<file path="src/rtl/mvs_pkg.sv">
// Shared types and constants for the mu-law volume scaler.
// No dependencies; imported by every module of the block.
`default_nettype none
package mvs_pkg;

  localparam int CODE_W         = 8;
  localparam int GAIN_W         = 16;
  localparam int GAIN_FRAC_BITS = 12;
  localparam int MAG_W          = 15;                     // largest expanded magnitude 32124
  localparam int PROD_W         = MAG_W + GAIN_W;
  localparam int SCALED_W       = PROD_W - GAIN_FRAC_BITS;

  localparam logic [MAG_W-1:0]  MU_BIAS = MAG_W'(16'h0084);
  localparam logic [MAG_W-1:0]  MU_CLIP = MAG_W'(32635);
  localparam logic [CODE_W-1:0] MU_TRAP = 8'h02;

  localparam logic [GAIN_W-1:0] GAIN_RESET   = GAIN_W'(4096);
  localparam logic              BYPASS_RESET = 1'b1;

  // configuration register indexes
  localparam logic REG_GAIN   = 1'b0;
  localparam logic REG_BYPASS = 1'b1;

  // segment base of the expanded magnitude
  function automatic logic [MAG_W-1:0] seg_base(input logic [2:0] seg);
    logic [MAG_W-1:0] base;
    unique case (seg)
      3'd0:    base = MAG_W'(0);
      3'd1:    base = MAG_W'(132);
      3'd2:    base = MAG_W'(396);
      3'd3:    base = MAG_W'(924);
      3'd4:    base = MAG_W'(1980);
      3'd5:    base = MAG_W'(4092);
      3'd6:    base = MAG_W'(8316);
      default: base = MAG_W'(16764);
    endcase
    return base;
  endfunction

  // request passed from the scale stage to the encode stage
  typedef struct packed {
    logic                bypass;
    logic [CODE_W-1:0]   code;    // original code, used on bypass
    logic                neg;
    logic [SCALED_W-1:0] scaled;  // magnitude * gain >> frac bits
  } mid_t;

endpackage
`default_nettype wire

</file>
<file path="src/rtl/mulaw_volume_scaler.sv">
// Top level of the mu-law volume scaler: config registers and 3-stage pipeline.
// Depends on mvs_pkg, mvs_scale and mvs_encode.
//
//  channel  | ports                         | contents
//  ---------+-------------------------------+------------------------------
//  input    | in_tvalid/in_tready/in_tdata  | code_in [7:0]
//  result   | out_tvalid/out_tready/out_tdata| code_out [7:0]
//  config   | cfg_wr_en/cfg_index/cfg_wdata | 0: gain [15:0], 1: bypass [0]
//
// One request per cycle sustained while out_tready stays high; an accepted request
// passes the input register, product register and result register in turn, and
// out_tvalid rises once it reaches the result register, from which it is taken.
// Each stage loads when it is empty or the stage after it moves, so a held
// result does not block new requests until all three stages are full.
// rst_n (sync, active low) empties the pipe, gain = 4096 (unity), bypass = 1.
`default_nettype none
module mulaw_volume_scaler (
  input  wire logic                       clk,
  input  wire logic                       rst_n,
  input  wire logic                       in_tvalid,
  output logic                            in_tready,
  input  wire logic [7:0]                 in_tdata,   // [7:0] code_in
  output logic                            out_tvalid,
  input  wire logic                       out_tready,
  output logic [7:0]                      out_tdata,  // [7:0] code_out
  input  wire logic                       cfg_wr_en,
  input  wire logic                       cfg_index,
  input  wire logic [mvs_pkg::GAIN_W-1:0] cfg_wdata
);
  import mvs_pkg::*;

  // config registers
  logic [GAIN_W-1:0] gain_r;
  logic              bypass_r;

  always_ff @(posedge clk) begin
    if (!rst_n) begin
      gain_r   <= GAIN_RESET;
      bypass_r <= BYPASS_RESET;
    end else if (cfg_wr_en) begin
      unique case (cfg_index)
        REG_GAIN:   gain_r   <= cfg_wdata;
        REG_BYPASS: bypass_r <= cfg_wdata[0];
        default:    ;
      endcase
    end
  end

  // stage valids and load enables
  logic v1_r, v2_r, v3_r;
  logic ld1, ld2, ld3;

  assign ld3 = !v3_r || out_tready;
  assign ld2 = !v2_r || ld3;
  assign ld1 = !v1_r || ld2;
  assign in_tready = ld1;

  always_ff @(posedge clk) begin
    if (!rst_n) begin
      v1_r <= 1'b0;
      v2_r <= 1'b0;
      v3_r <= 1'b0;
    end else begin
      if (ld1) v1_r <= in_tvalid;
      if (ld2) v2_r <= v1_r;
      if (ld3) v3_r <= v2_r;
    end
  end

  // stage 1: input register
  logic [CODE_W-1:0] code_r;
  always_ff @(posedge clk) begin
    if (ld1) code_r <= in_tdata;
  end

  // stage 2: expand and multiply, product register
  mid_t mid_nxt, mid_r;

  mvs_scale u_scale (
    .code   (code_r),
    .gain   (gain_r),
    .bypass (bypass_r),
    .mid    (mid_nxt)
  );

  always_ff @(posedge clk) begin
    if (ld2) mid_r <= mid_nxt;
  end

  // stage 3: clip and encode, result register
  logic [CODE_W-1:0] out_nxt, out_r;

  mvs_encode u_encode (
    .mid  (mid_r),
    .code (out_nxt)
  );

  always_ff @(posedge clk) begin
    if (ld3) out_r <= out_nxt;
  end

  assign out_tvalid = v3_r;
  assign out_tdata  = out_r;

endmodule
`default_nettype wire

</file>
<file path="src/rtl/mvs_scale.sv">
// Expands a mu-law code to sign and magnitude and applies the gain.
// Depends on mvs_pkg.
`default_nettype none
module mvs_scale (
  input  wire logic [mvs_pkg::CODE_W-1:0] code,
  input  wire logic [mvs_pkg::GAIN_W-1:0] gain,
  input  wire logic                       bypass,
  output mvs_pkg::mid_t                   mid
);
  import mvs_pkg::*;

  logic [CODE_W-1:0] inv;
  logic [2:0]        seg;
  logic [3:0]        mant;
  logic [3:0]        shamt;
  logic [MAG_W-1:0]  mag;
  logic [PROD_W-1:0] prod;

  assign inv   = ~code;
  assign seg   = inv[6:4];
  assign mant  = inv[3:0];
  assign shamt = {1'b0, seg} + 4'd3;
  assign mag   = seg_base(seg) + (MAG_W'(mant) << shamt);
  assign prod  = PROD_W'(mag) * PROD_W'(gain);

  always_comb begin
    mid.bypass = bypass;
    mid.code   = code;
    mid.neg    = inv[7];
    mid.scaled = prod[PROD_W-1:GAIN_FRAC_BITS];
  end

endmodule
`default_nettype wire

</file>
<file path="src/rtl/mvs_encode.sv">
// Clips, biases and re-encodes a scaled magnitude to mu-law, or passes the original code on bypass.
// Depends on mvs_pkg.
`default_nettype none
module mvs_encode (
  input  wire mvs_pkg::mid_t              mid,
  output logic [mvs_pkg::CODE_W-1:0]      code
);
  import mvs_pkg::*;

  logic [MAG_W-1:0]  mag;
  logic [MAG_W-1:0]  biased;
  logic [7:0]        top;
  logic [2:0]        seg;
  logic [3:0]        mant;
  logic              neg;
  logic [CODE_W-1:0] enc;

  always_comb begin
    if (mid.scaled > SCALED_W'(MU_CLIP)) mag = MU_CLIP;
    else                                 mag = mid.scaled[MAG_W-1:0];
    biased = mag + MU_BIAS;
    top    = biased[14:7];
    // segment = position of the leading one in the top byte
    priority if (top[7]) seg = 3'd7;
    else if (top[6])     seg = 3'd6;
    else if (top[5])     seg = 3'd5;
    else if (top[4])     seg = 3'd4;
    else if (top[3])     seg = 3'd3;
    else if (top[2])     seg = 3'd2;
    else if (top[1])     seg = 3'd1;
    else                 seg = 3'd0;
    mant = 4'(biased >> ({1'b0, seg} + 4'd3));
    // zero result always encodes positive
    neg  = mid.neg && (mid.scaled != '0);
    enc  = ~{neg, seg, mant};
    if (mid.bypass)       code = mid.code;
    else if (enc == '0)   code = MU_TRAP;
    else                  code = enc;
  end

endmodule
`default_nettype wire
</file>
<file path="config.mk">
export PLATFORM = sky130hd
export DESIGN_NAME = mulaw_volume_scaler
export DESIGN_NICKNAME = d
export VERILOG_FILES = /design/src/rtl/mvs_pkg.sv /design/src/rtl/mulaw_volume_scaler.sv /design/src/rtl/mvs_scale.sv /design/src/rtl/mvs_encode.sv
export SDC_FILE = /design/constraint.sdc
export NUM_CORES = 1
export LEC_CHECK = 0
export ABC_CLOCK_PERIOD_IN_PS = 12700
export BUFFER_PORTS_ARGS = -buffer_cell sky130_fd_sc_hd__buf_2
export CAP_MARGIN = 15
export CORE_MARGIN = 4
export CORE_UTILIZATION = 30
export CTS_CLUSTER_SIZE = 40
export DETAILED_ROUTE_END_ITERATION = 10
export GPL_ROUTABILITY_DRIVEN = 0
export HOLD_SLACK_MARGIN = 0.12
export PLACE_DENSITY = 0.47
export SLEW_MARGIN = 20
export SYNTH_ARGS = -nofsm -noshare
export SYNTH_HDL_FRONTEND = slang
export SYNTH_HIERARCHICAL = 1
export SYNTH_SLANG_ARGS = --single-unit
</file>
<file path="constraint.sdc">
create_clock -name clk -period 12.7 [get_ports clk]
set_clock_uncertainty 0.2 [all_clocks]
set_input_delay 0.635 -clock clk [delete_from_list [all_inputs] [get_ports clk]]
set_output_delay 0.635 -clock clk [all_outputs]
set_load 0.005 [all_outputs]
</file>
# Yosys cells after proc, flatten, opt, wreduce, memory -nomap -nowiden
# Cells that the tools add are included.
[op_classes]
shift = 2
reduce_logical = 12
bitwise = 3
mux = 11
n_eq_ne = 6
n_lt_le_gt_ge = 1
multipliers = 1
n_addsub = 4
[op_table]
columns = ["cell", "n"]
rows = [
  ["$pmux W15 S7", 1],
  ["$mul A15 B16 Y31", 1],
  ["$gt A19 B15 Y1 const B", 1],
  ["$reduce_bool A19 Y1", 1],
  ["$mux W3", 6],
  ["$mux W8", 2],
  ["$not A8 Y8", 2],
  ["$add A15 B15 Y15", 1],
  ["$add A15 B8 Y15 const B", 1],
  ["$mux W15", 1],
  ["$shl A4 B4 Y15", 1],
  ["$shr A15 B4 Y4", 1],
  ["$eq A3 B3 Y1 const B", 3],
  ["$add A3 B2 Y4 const B", 2],
  ["$logic_not A8 Y1", 1],
  ["$eq A3 B2 Y1 const B", 2],
  ["$reduce_and A2 Y1", 2],
  ["$eq A3 B1 Y1 const B", 1],
  ["$logic_not A1 Y1", 3],
  ["$logic_not A3 Y1", 1],
  ["$logic_or A1 B1 Y1", 3],
  ["$logic_and A1 B1 Y1", 1],
  ["$mux W1", 1],
  ["$not A1 Y1", 1],
]
[word_totals]
inputBits = 30
register_bits = 65
out_inout_bits = 10

# Logic depth before layout (Yosys ltp)
# Gate-level depths: netlist (run 1).
[logic_depth]
depth_word = 16
depth_mapped = 36
mapped_depth_nobuf = 34

# Modules after synthesis
# Netlist (run 1), hierarchy kept.
[modules_own_cells]
columns = ["module", "instances", "cells_per_inst", "seq_area_each_um2", "area_each_um2"]
rows = [
  ["mvs_scale", 1, 1053, 0.0, 8832.2],
  ["mulaw_volume_scaler", 1, 134, 1751.7, 2144.6],
  ["mvs_encode", 1, 154, 0.0, 944.7],
]

# Worst setup path before layout (run 1)
# No wires, ideal clock.
[synth_timing]
kind = "reg-to-reg"
from = "register code_r[4]"
to = "register mid_r[14] in the netlist's numbering (data pin)"
setup_time_ns = 0.260
path_buffers = 3
stages_incl_launch_ff = 33
arrival_time_ns = 8.640
period_less_slack_ns = 9.100
slack_ns = 3.600
cell_sequence = "edfxtp_1 > buf_4 > inv_1 > ha_1 > nor3b_2 > clkbuf_1 > nand2_1 > a21oi_1 > ha_1 > a21oi_1 > o21ai_0 > or2_2 > a31oi_1 > xnor2_1 > clkbuf_1 > nand2_1 > fa_1 > inv_1 > fa_1 > fa_1 > fa_1 > fa_1 > inv_1 > fa_1 > inv_1 > ha_1 > a21o_1 > a221o_1 > o21a_1 > a311o_1 > a221o_1 > a311oi_2 > xnor2_1"
[synth_rtl]
columns = ["element", "line", "text"]
rows = [
  ["start, declared", "mulaw_volume_scaler.sv:71", "logic [CODE_W-1:0] code_r;"],
  ["start signal, assigned", "mulaw_volume_scaler.sv:73", "if (ld1) code_r <= in_tdata;"],
  ["end signal, assigned", "mulaw_volume_scaler.sv:87", "if (ld2) mid_r <= mid_nxt;"],
  ["end, declared", "mulaw_volume_scaler.sv:77", "mid_t mid_nxt, mid_r;"],
]

==> impl_metrics.json, run 1 <==
{
  "synth_edf_count": 45,
  "crit_top_cell": "fa_1",
  "clkTransAtPathRegs_ns": 0.08,
  "ys_ff_latch": 65,
  "cts_max_path_buffers": 2,
  "slowest_delay_ns": 0.69,
  "max_freq_ghz": 0.0981,
  "via_count": 9120,
  "min_period_ns": 10.19,
  "ctsResizeCount": 0,
  "post-synth-top-count-cell": "inv_1",
  "r2r_start": "code_r[4]",
  "setup_viol": 0,
  "hp-start": "code_r[7]",
  "drtIter0Drc": 450,
  "worstSetupPathType": "register to register",
  "final_cells": 1861,
  "cts_root_buf": "clkbuf_16",
  "crit_required_ns": 12.62,
  "rr_worst_depth": 28,
  "grt_overflow": 0,
  "hold_violations": 0,
  "clk_latency_ns": 0.37,
  "nNetsFinal": 1656,
  "r2r-end": "mid_r[14]",
  "dr.pass1.iters": 7,
  "ys.flop_type": "edfxtp_1",
  "synth_top_area_frac": 0.302,
  "tns_ns": 0,
  "grt_pass1_vias": 9309,
  "slowest_stage": "edfxtp_1",
  "dieHeight_microns": 207,
  "vias_per_cell": 4.90,
  "rsz0062_at_grt": "no",
  "num_rows": 72,
  "ioPinCount": 40,
  "post-synth-top-area-cell": "fa_1",
  "cts_tree": "built",
  "synthesis.nets": 1659,
  "synth.avg_cell_area_sq_um": 8.89,
  "cts.htree.levels": 3,
  "period_share": 0.803,
  "start_util": 0.306,
  "placed_cell_area_sq_um": 12500,
  "whs_endpoint": "mid_r[27]",
  "post_cts_buffers": 0,
  "synthArstFlopShare": 0,
  "wl_per_cell_microns": 17.0,
  "endpoint_kind": "register",
  "synth_commonest_cells": "inv_1, nand2_1, fa_1, ha_1, and2_1",
  "status": "completed",
  "hold_path_class": "register to register",
  "ant_nets": 0,
  "arrival_ns": 10.12,
  "dieArea_sq_um": 43000,
  "grt_max_degree": 30,
  "post-route-util": 0.330,
  "seq_area_frac_synth": 0.147,
  "cts_hold_buffers": 0,
  "dpl.hpwl_mm": 24.6,
  "irDropWorstVdd_uv": 82.7,
  "layout-drive-gt1-share": 0.0774,
  "chipWidth_microns": 207,
  "dp_slack_ns": 2.31,
  "coreArea_sq_um": 39000,
  "antenna_cells": 0,
  "grt_pass1_wl_mm": 51.5,
  "whs_path_depth": 0,
  "crit_path_start_kind": "register",
  "cap_violations": 0,
  "port_buffers": 39,
  "ys_warn_count": 6,
  "routed_wirelength_mm": 31.7,
  "cts_buffers": 9,
  "tightestPinTransition_ns": 1.03,
  "fin_ws_ns": 2.51,
  "critPathMaxFanout": 16,
  "ys_top_cells_by_area": "fa_1, edfxtp_1, ha_1, inv_1, nand2_1",
  "synthCells": 1341,
  "antenna_found_initial": 3,
  "area_growth_pct": 7.93,
  "relSlewSlack": 0.310,
  "p_leak_nw": 6.20,
  "drv_slew": 0,
  "reg2reg_slack_ns": 2.51,
  "synth.distinct_cells": 82,
  "drc": 0,
  "dp_cells": 1845,
  "power.density_nw_per_um2": 146,
  "syn_area_sq_um": 11900,
  "clock_sinks": 65,
  "fin_area_sq_um": 12900,
  "grt_usage": 0.148
}
==> through the flow <==
step | total power, W | hold WS, ns
final | 0.00188 | 0.252
after detailed placement | 0.00162 | 0.238
after global placement | 0.00161 | 0.221
after global routing | 0.00208 | 0.237
after floorplan | 0.00128 | 0.240
after CTS | 0.00190 | 0.232
==> critical path, delay by kind of cell, from the launching register on <==
| family | cells | cell delay (ns) |
|---|---|---|
| compound gates | 10 | 2.58 |
| xor+xnor | 1 | 0.08 |
| fa+ha+maj | 9 | 3.79 |
| buf+inv | 3 | 0.27 |
| flops | 1 | 0.69 |
| simple gates | 5 | 2.30 |
==> how the worst max path moves through the flow <==
| stage | from | end | slack (ns) | depth (start not counted) |
|---|---|---|---|---|
| floorplan | code_r[4] | mid_r[14] | 3.60 | 32 |
| global placement | code_r[4] | mid_r[14] | 2.57 | 29 |
| detailed placement | code_r[4] | mid_r[14] | 2.31 | 29 |
| CTS | code_r[4] | mid_r[14] | 2.32 | 29 |
| global route | code_r[4] | mid_r[14] | 1.87 | 29 |
| finish | code_r[4] | mid_r[14] | 2.51 | 28 |
==> per-layer routing <==
layer | part of all wire | GRT usage
met1 | 0.46 | 0.207
met2 | 0.49 | 0.249
met3 | 0.041 | 0.0219
met4 | 0.0094 | 0.0264
met5 | 0 | 0
==> flip-flops by register name, indices dropped and copies added, names as in the netlist <==
register    count
mid_r          29
bypass_r        1
code_r          8
gain_r         16
v1_r            1
out_tvalid      1
v2_r            1
out_tdata       8
==> where the power goes <==
group / leakage [nW] / switching, W / internal, W
clock: 0.153 / 0.000115 / 0.000156
combinational: 5.40 / 0.000766 / 0.000480
sequential: 0.649 / 0.0000712 / 0.000295
total: 6.20 / 0.000952 / 0.000931
==> kinds of logic after synthesis <==
logic type | Yosys count | synth area share
AOI/OAI and AO/OA | 189 | 0.113
xor gates and xnor gates | 35 | 0.0257
adders and majority gates | 290 | 0.417
buffers and inverters | 289 | 0.0976
DFF | 65 | 0.147
muxes | 7 | 0.00682
and+or+nand+nor | 466 | 0.192
==> layout by cell type, fill, tap and decap left out, drive strengths merged, types with 4 or more instances in the layout <==
| master | n |
|---|---|
| nor3 | 12 |
| buf | 52 |
| a21o | 13 |
| ha | 108 |
| nor2 | 44 |
| nor2b | 11 |
| inv | 227 |
| o21a | 6 |
| dfxtp | 20 |
| and2 | 88 |
| clkbuf | 9 |
| o21bai | 8 |
| or3 | 7 |
| nand4 | 8 |
| a211oi | 7 |
| o21ai | 29 |
| a31oi | 8 |
| nor3b | 7 |
| o22ai | 5 |
| a21oi | 50 |
| mux2i | 4 |
| a221o | 4 |
| xor2 | 12 |
| xnor2 | 23 |
| fa | 180 |
| o31ai | 4 |
| nand3 | 16 |
| edfxtp | 45 |
| nand2 | 212 |
| a21boi | 16 |
| nor4 | 4 |
| nand2b | 20 |
| and3 | 22 |
| o211ai | 7 |
==> final cells by class <==
class | instances | area [sq um]
fillers | 4064 | 26100
multi-input cells | 987 | 9030
flip-flops and latches | 65 | 1750
inverters | 223 | 837
well taps | 518 | 648
repair buffers | 52 | 293
clock buffers | 9 | 225
clock inverters | 7 | 85.1
Note: power is estimated with default switching activity, not from simulation.
==> inputs of run 2 (changes only) <==
- ABC_AREA: not set -> 1
- ABC_CLOCK_PERIOD_IN_PS: 12700 -> 8960
- PLACE_DENSITY: 0.47 -> 0.49
- clock period: 12.7 -> 8.96 ns (I/O delays scaled with it)
==> impl_metrics.json, run 2 <==
{
  "period_share": 0.951,
  "drtIter0Drc": 726,
  "final_common_cell": "nand2_1",
  "routed_wirelength_mm": 36.4,
  "endpoint_kind": "register",
  "layout_common_cells": "nand2_1, inv_1, nor2_1",
  "dieArea_sq_um": 44100,
  "critical_path.top_delay_family": "adder cells",
  "crit_required_ns": 8.86,
  "min_period_ns": 8.52,
  "post-synth-top-count-cell": "nand2_1",
  "worst-path-buf-inv": 10,
  "grt_pass1_vias": 10438,
  "synth_commonest_cells": "nand2_1, inv_1, nor2_1, fa_1, ha_1",
  "max_freq_ghz": 0.117,
  "via_count": 10370,
  "synth.avg_cell_area_sq_um": 7.66,
  "critPathMaxFanout": 11,
  "power_w": 0.00403,
  "r2r_start": "code_r[4]",
  "slowest_delay_ns": 0.55,
  "crit_top_cell": "inv_1",
  "p_leak_nw": 6.94,
  "wl_per_cell_microns": 16.8,
  "cts_root_buf": "clkbuf_16",
  "chipWidth_microns": 210,
  "power.density_nw_per_um2": 302,
  "rr_worst_depth": 33,
  "synthesis.nets": 1918,
  "ys_warn_count": 6,
  "port_buffers": 39,
  "irDropWorstVdd_uv": 155,
  "cts.htree.levels": 3,
  "synth.distinct_cells": 53,
  "setup_viol": 0,
  "dr.pass1.iters": 5,
  "relSlewSlack": 0.431,
  "syn_area_sq_um": 12300,
  "antenna_found_initial": 0,
  "reg2reg_slack_ns": 0.44,
  "status": "completed",
  "crit_path_start_kind": "register",
  "whs_path_depth": 3,
  "drc": 0,
  "ys.flop_type": "edfxtp_1",
  "ys_ff_latch": 65,
  "drv_slew": 0,
  "cts_buffers": 9,
  "dpl.hpwl_mm": 30.3,
  "synthArstFlopShare": 0,
  "clk_latency_ns": 0.35,
  "slowest_stage": "fa_1",
  "fillers": 4298,
  "worst_hold_slack_ns": 0.144,
  "ant_nets": 0,
  "worstSetupPathType": "register to register",
  "hp-start": "cfg_wdata[3]",
  "hold_path_class": "primary input to register",
  "whs_endpoint": "gain_r[3]",
  "ioPinCount": 40,
  "grt_usage": 0.166,
  "clock_sinks": 65,
  "top_register": "mid_r",
  "cts_max_path_buffers": 2,
  "nNetsFinal": 1950,
  "area_growth_pct": 9.05,
  "largest_register_ffs": 29,
  "dieHeight_microns": 210,
  "grt_overflow": 0,
  "hold_violations": 0,
  "post-synth-top-area-cell": "fa_1",
  "start_util": 0.306,
  "layout-drive-gt1-share": 0.0880,
  "arrival_ns": 8.42,
  "grt_pass1_wl_mm": 57.5,
  "reg_top3": "mid_r: 29 flops, gain_r: 16 flops",
  "seq_area_frac_synth": 0.143,
  "synth_edf_count": 45,
  "clkTransAtPathRegs_ns": 0.06,
  "vias_per_cell": 4.80,
  "tightestPinTransition_ns": 0.853,
  "grt_max_degree": 30,
  "num_rows": 73,
  "rsz0062_at_grt": "yes",
  "cap_violations": 0,
  "ys_top_cells_by_area": "fa_1, edfxtp_1, ha_1, nand2_1, inv_1",
  "coreArea_sq_um": 40100,
  "synthCells": 1600,
  "antenna_cells": 0,
  "synth_top_area_frac": 0.294,
  "r2r-end": "mid_r[10]",
  "cts_tree": "built"
}
[run 2: layout make-up]
class,count,area [sq um],area share
Multi-Input combinational cell,1150,8970,0.671
Clock buffer,11,243,0.0182
Clock inverter,5,32.5,0.00243
Timing Repair Buffer,67,425,0.0318
Inverter,339,1290,0.0963
Tap cell,525,657,0.0492
Sequential cell,65,1750,0.131
[run 2: layer usage]
layer,GRT usage,share of wire,wire length (microns),vias to the layer above
li1,-,-,-,4982
met1,0.225,0.44,16100,4997
met2,0.270,0.46,16900,347
met3,0.0357,0.070,2530,44
met4,0.0468,0.023,833,0
met5,0,0,0,-
[run 2: how the worst max path moves through the flow]
stage	slack [ns]	start	cells after the start	end
6_report	0.44	code_r[4]	33	mid_r[10]
5_1_grt	-0.07	code_r[4]	36	mid_r[16]
4_1_cts	0.38	code_r[4]	36	mid_r[10]
3_5_place_dp	0.41	code_r[4]	36	mid_r[10]
3_3_place_gp	0.49	code_r[4]	36	mid_r[10]
2_1_floorplan	1.35	code_r[4]	37	mid_r[15]
[run 2: logic make-up after synthesis]
family / Yosys count / share of synthesized area
and+or+nand+nor: 718 / 0.255
buffers and inverters: 385 / 0.126
adders and majority gates: 288 / 0.404
AOI/OAI and AO/OA: 130 / 0.0617
DFF: 65 / 0.143
xor gates and xnor gates: 14 / 0.0106
[run 2: timing repair]
action                                  CTS  global route
gates resized for setup                   0             4
hold buffers                              9             0
endpoints found under the setup margin    0             9
buffers inserted                          0             8
endpoints found under the hold margin     9             0
[run 2: worst register-to-register path, delay by kind of cell, from the launching register on]
kind	cells	cell delay, ns
buffers and inverters	10	1.07
adders and majority gates	10	4.16
AOI/OAI and AO/OA	6	1.32
and+or+nand+nor	7	1.07
DFF	1	0.45
[run 2: where the power goes]
part	switching, W	internal (W)	total, W
clock	0.000137	0.000194	0.000331
sequential	0.0000660	0.000459	0.000525
combinational	0.00209	0.00109	0.00318
[run 2: per-stage QoR]
step / area [sq um] / utilization / worst slack (ns) / TNS [ns] / cells
6_report: 13400 / 0.333 / 0.437 / 0 / 2162
3_5_place_dp: 12900 / 0.322 / 0.413 / 0 / 2129
4_1_cts: 13300 / 0.332 / 0.378 / 0 / 2154
3_3_place_gp: 12900 / 0.322 / 0.495 / 0 / 2129
2_1_floorplan: 12300 / - / 1.35 / 0 / 1600
5_1_grt: 13400 / 0.333 / -0.0724 / -0.0724 / 2162
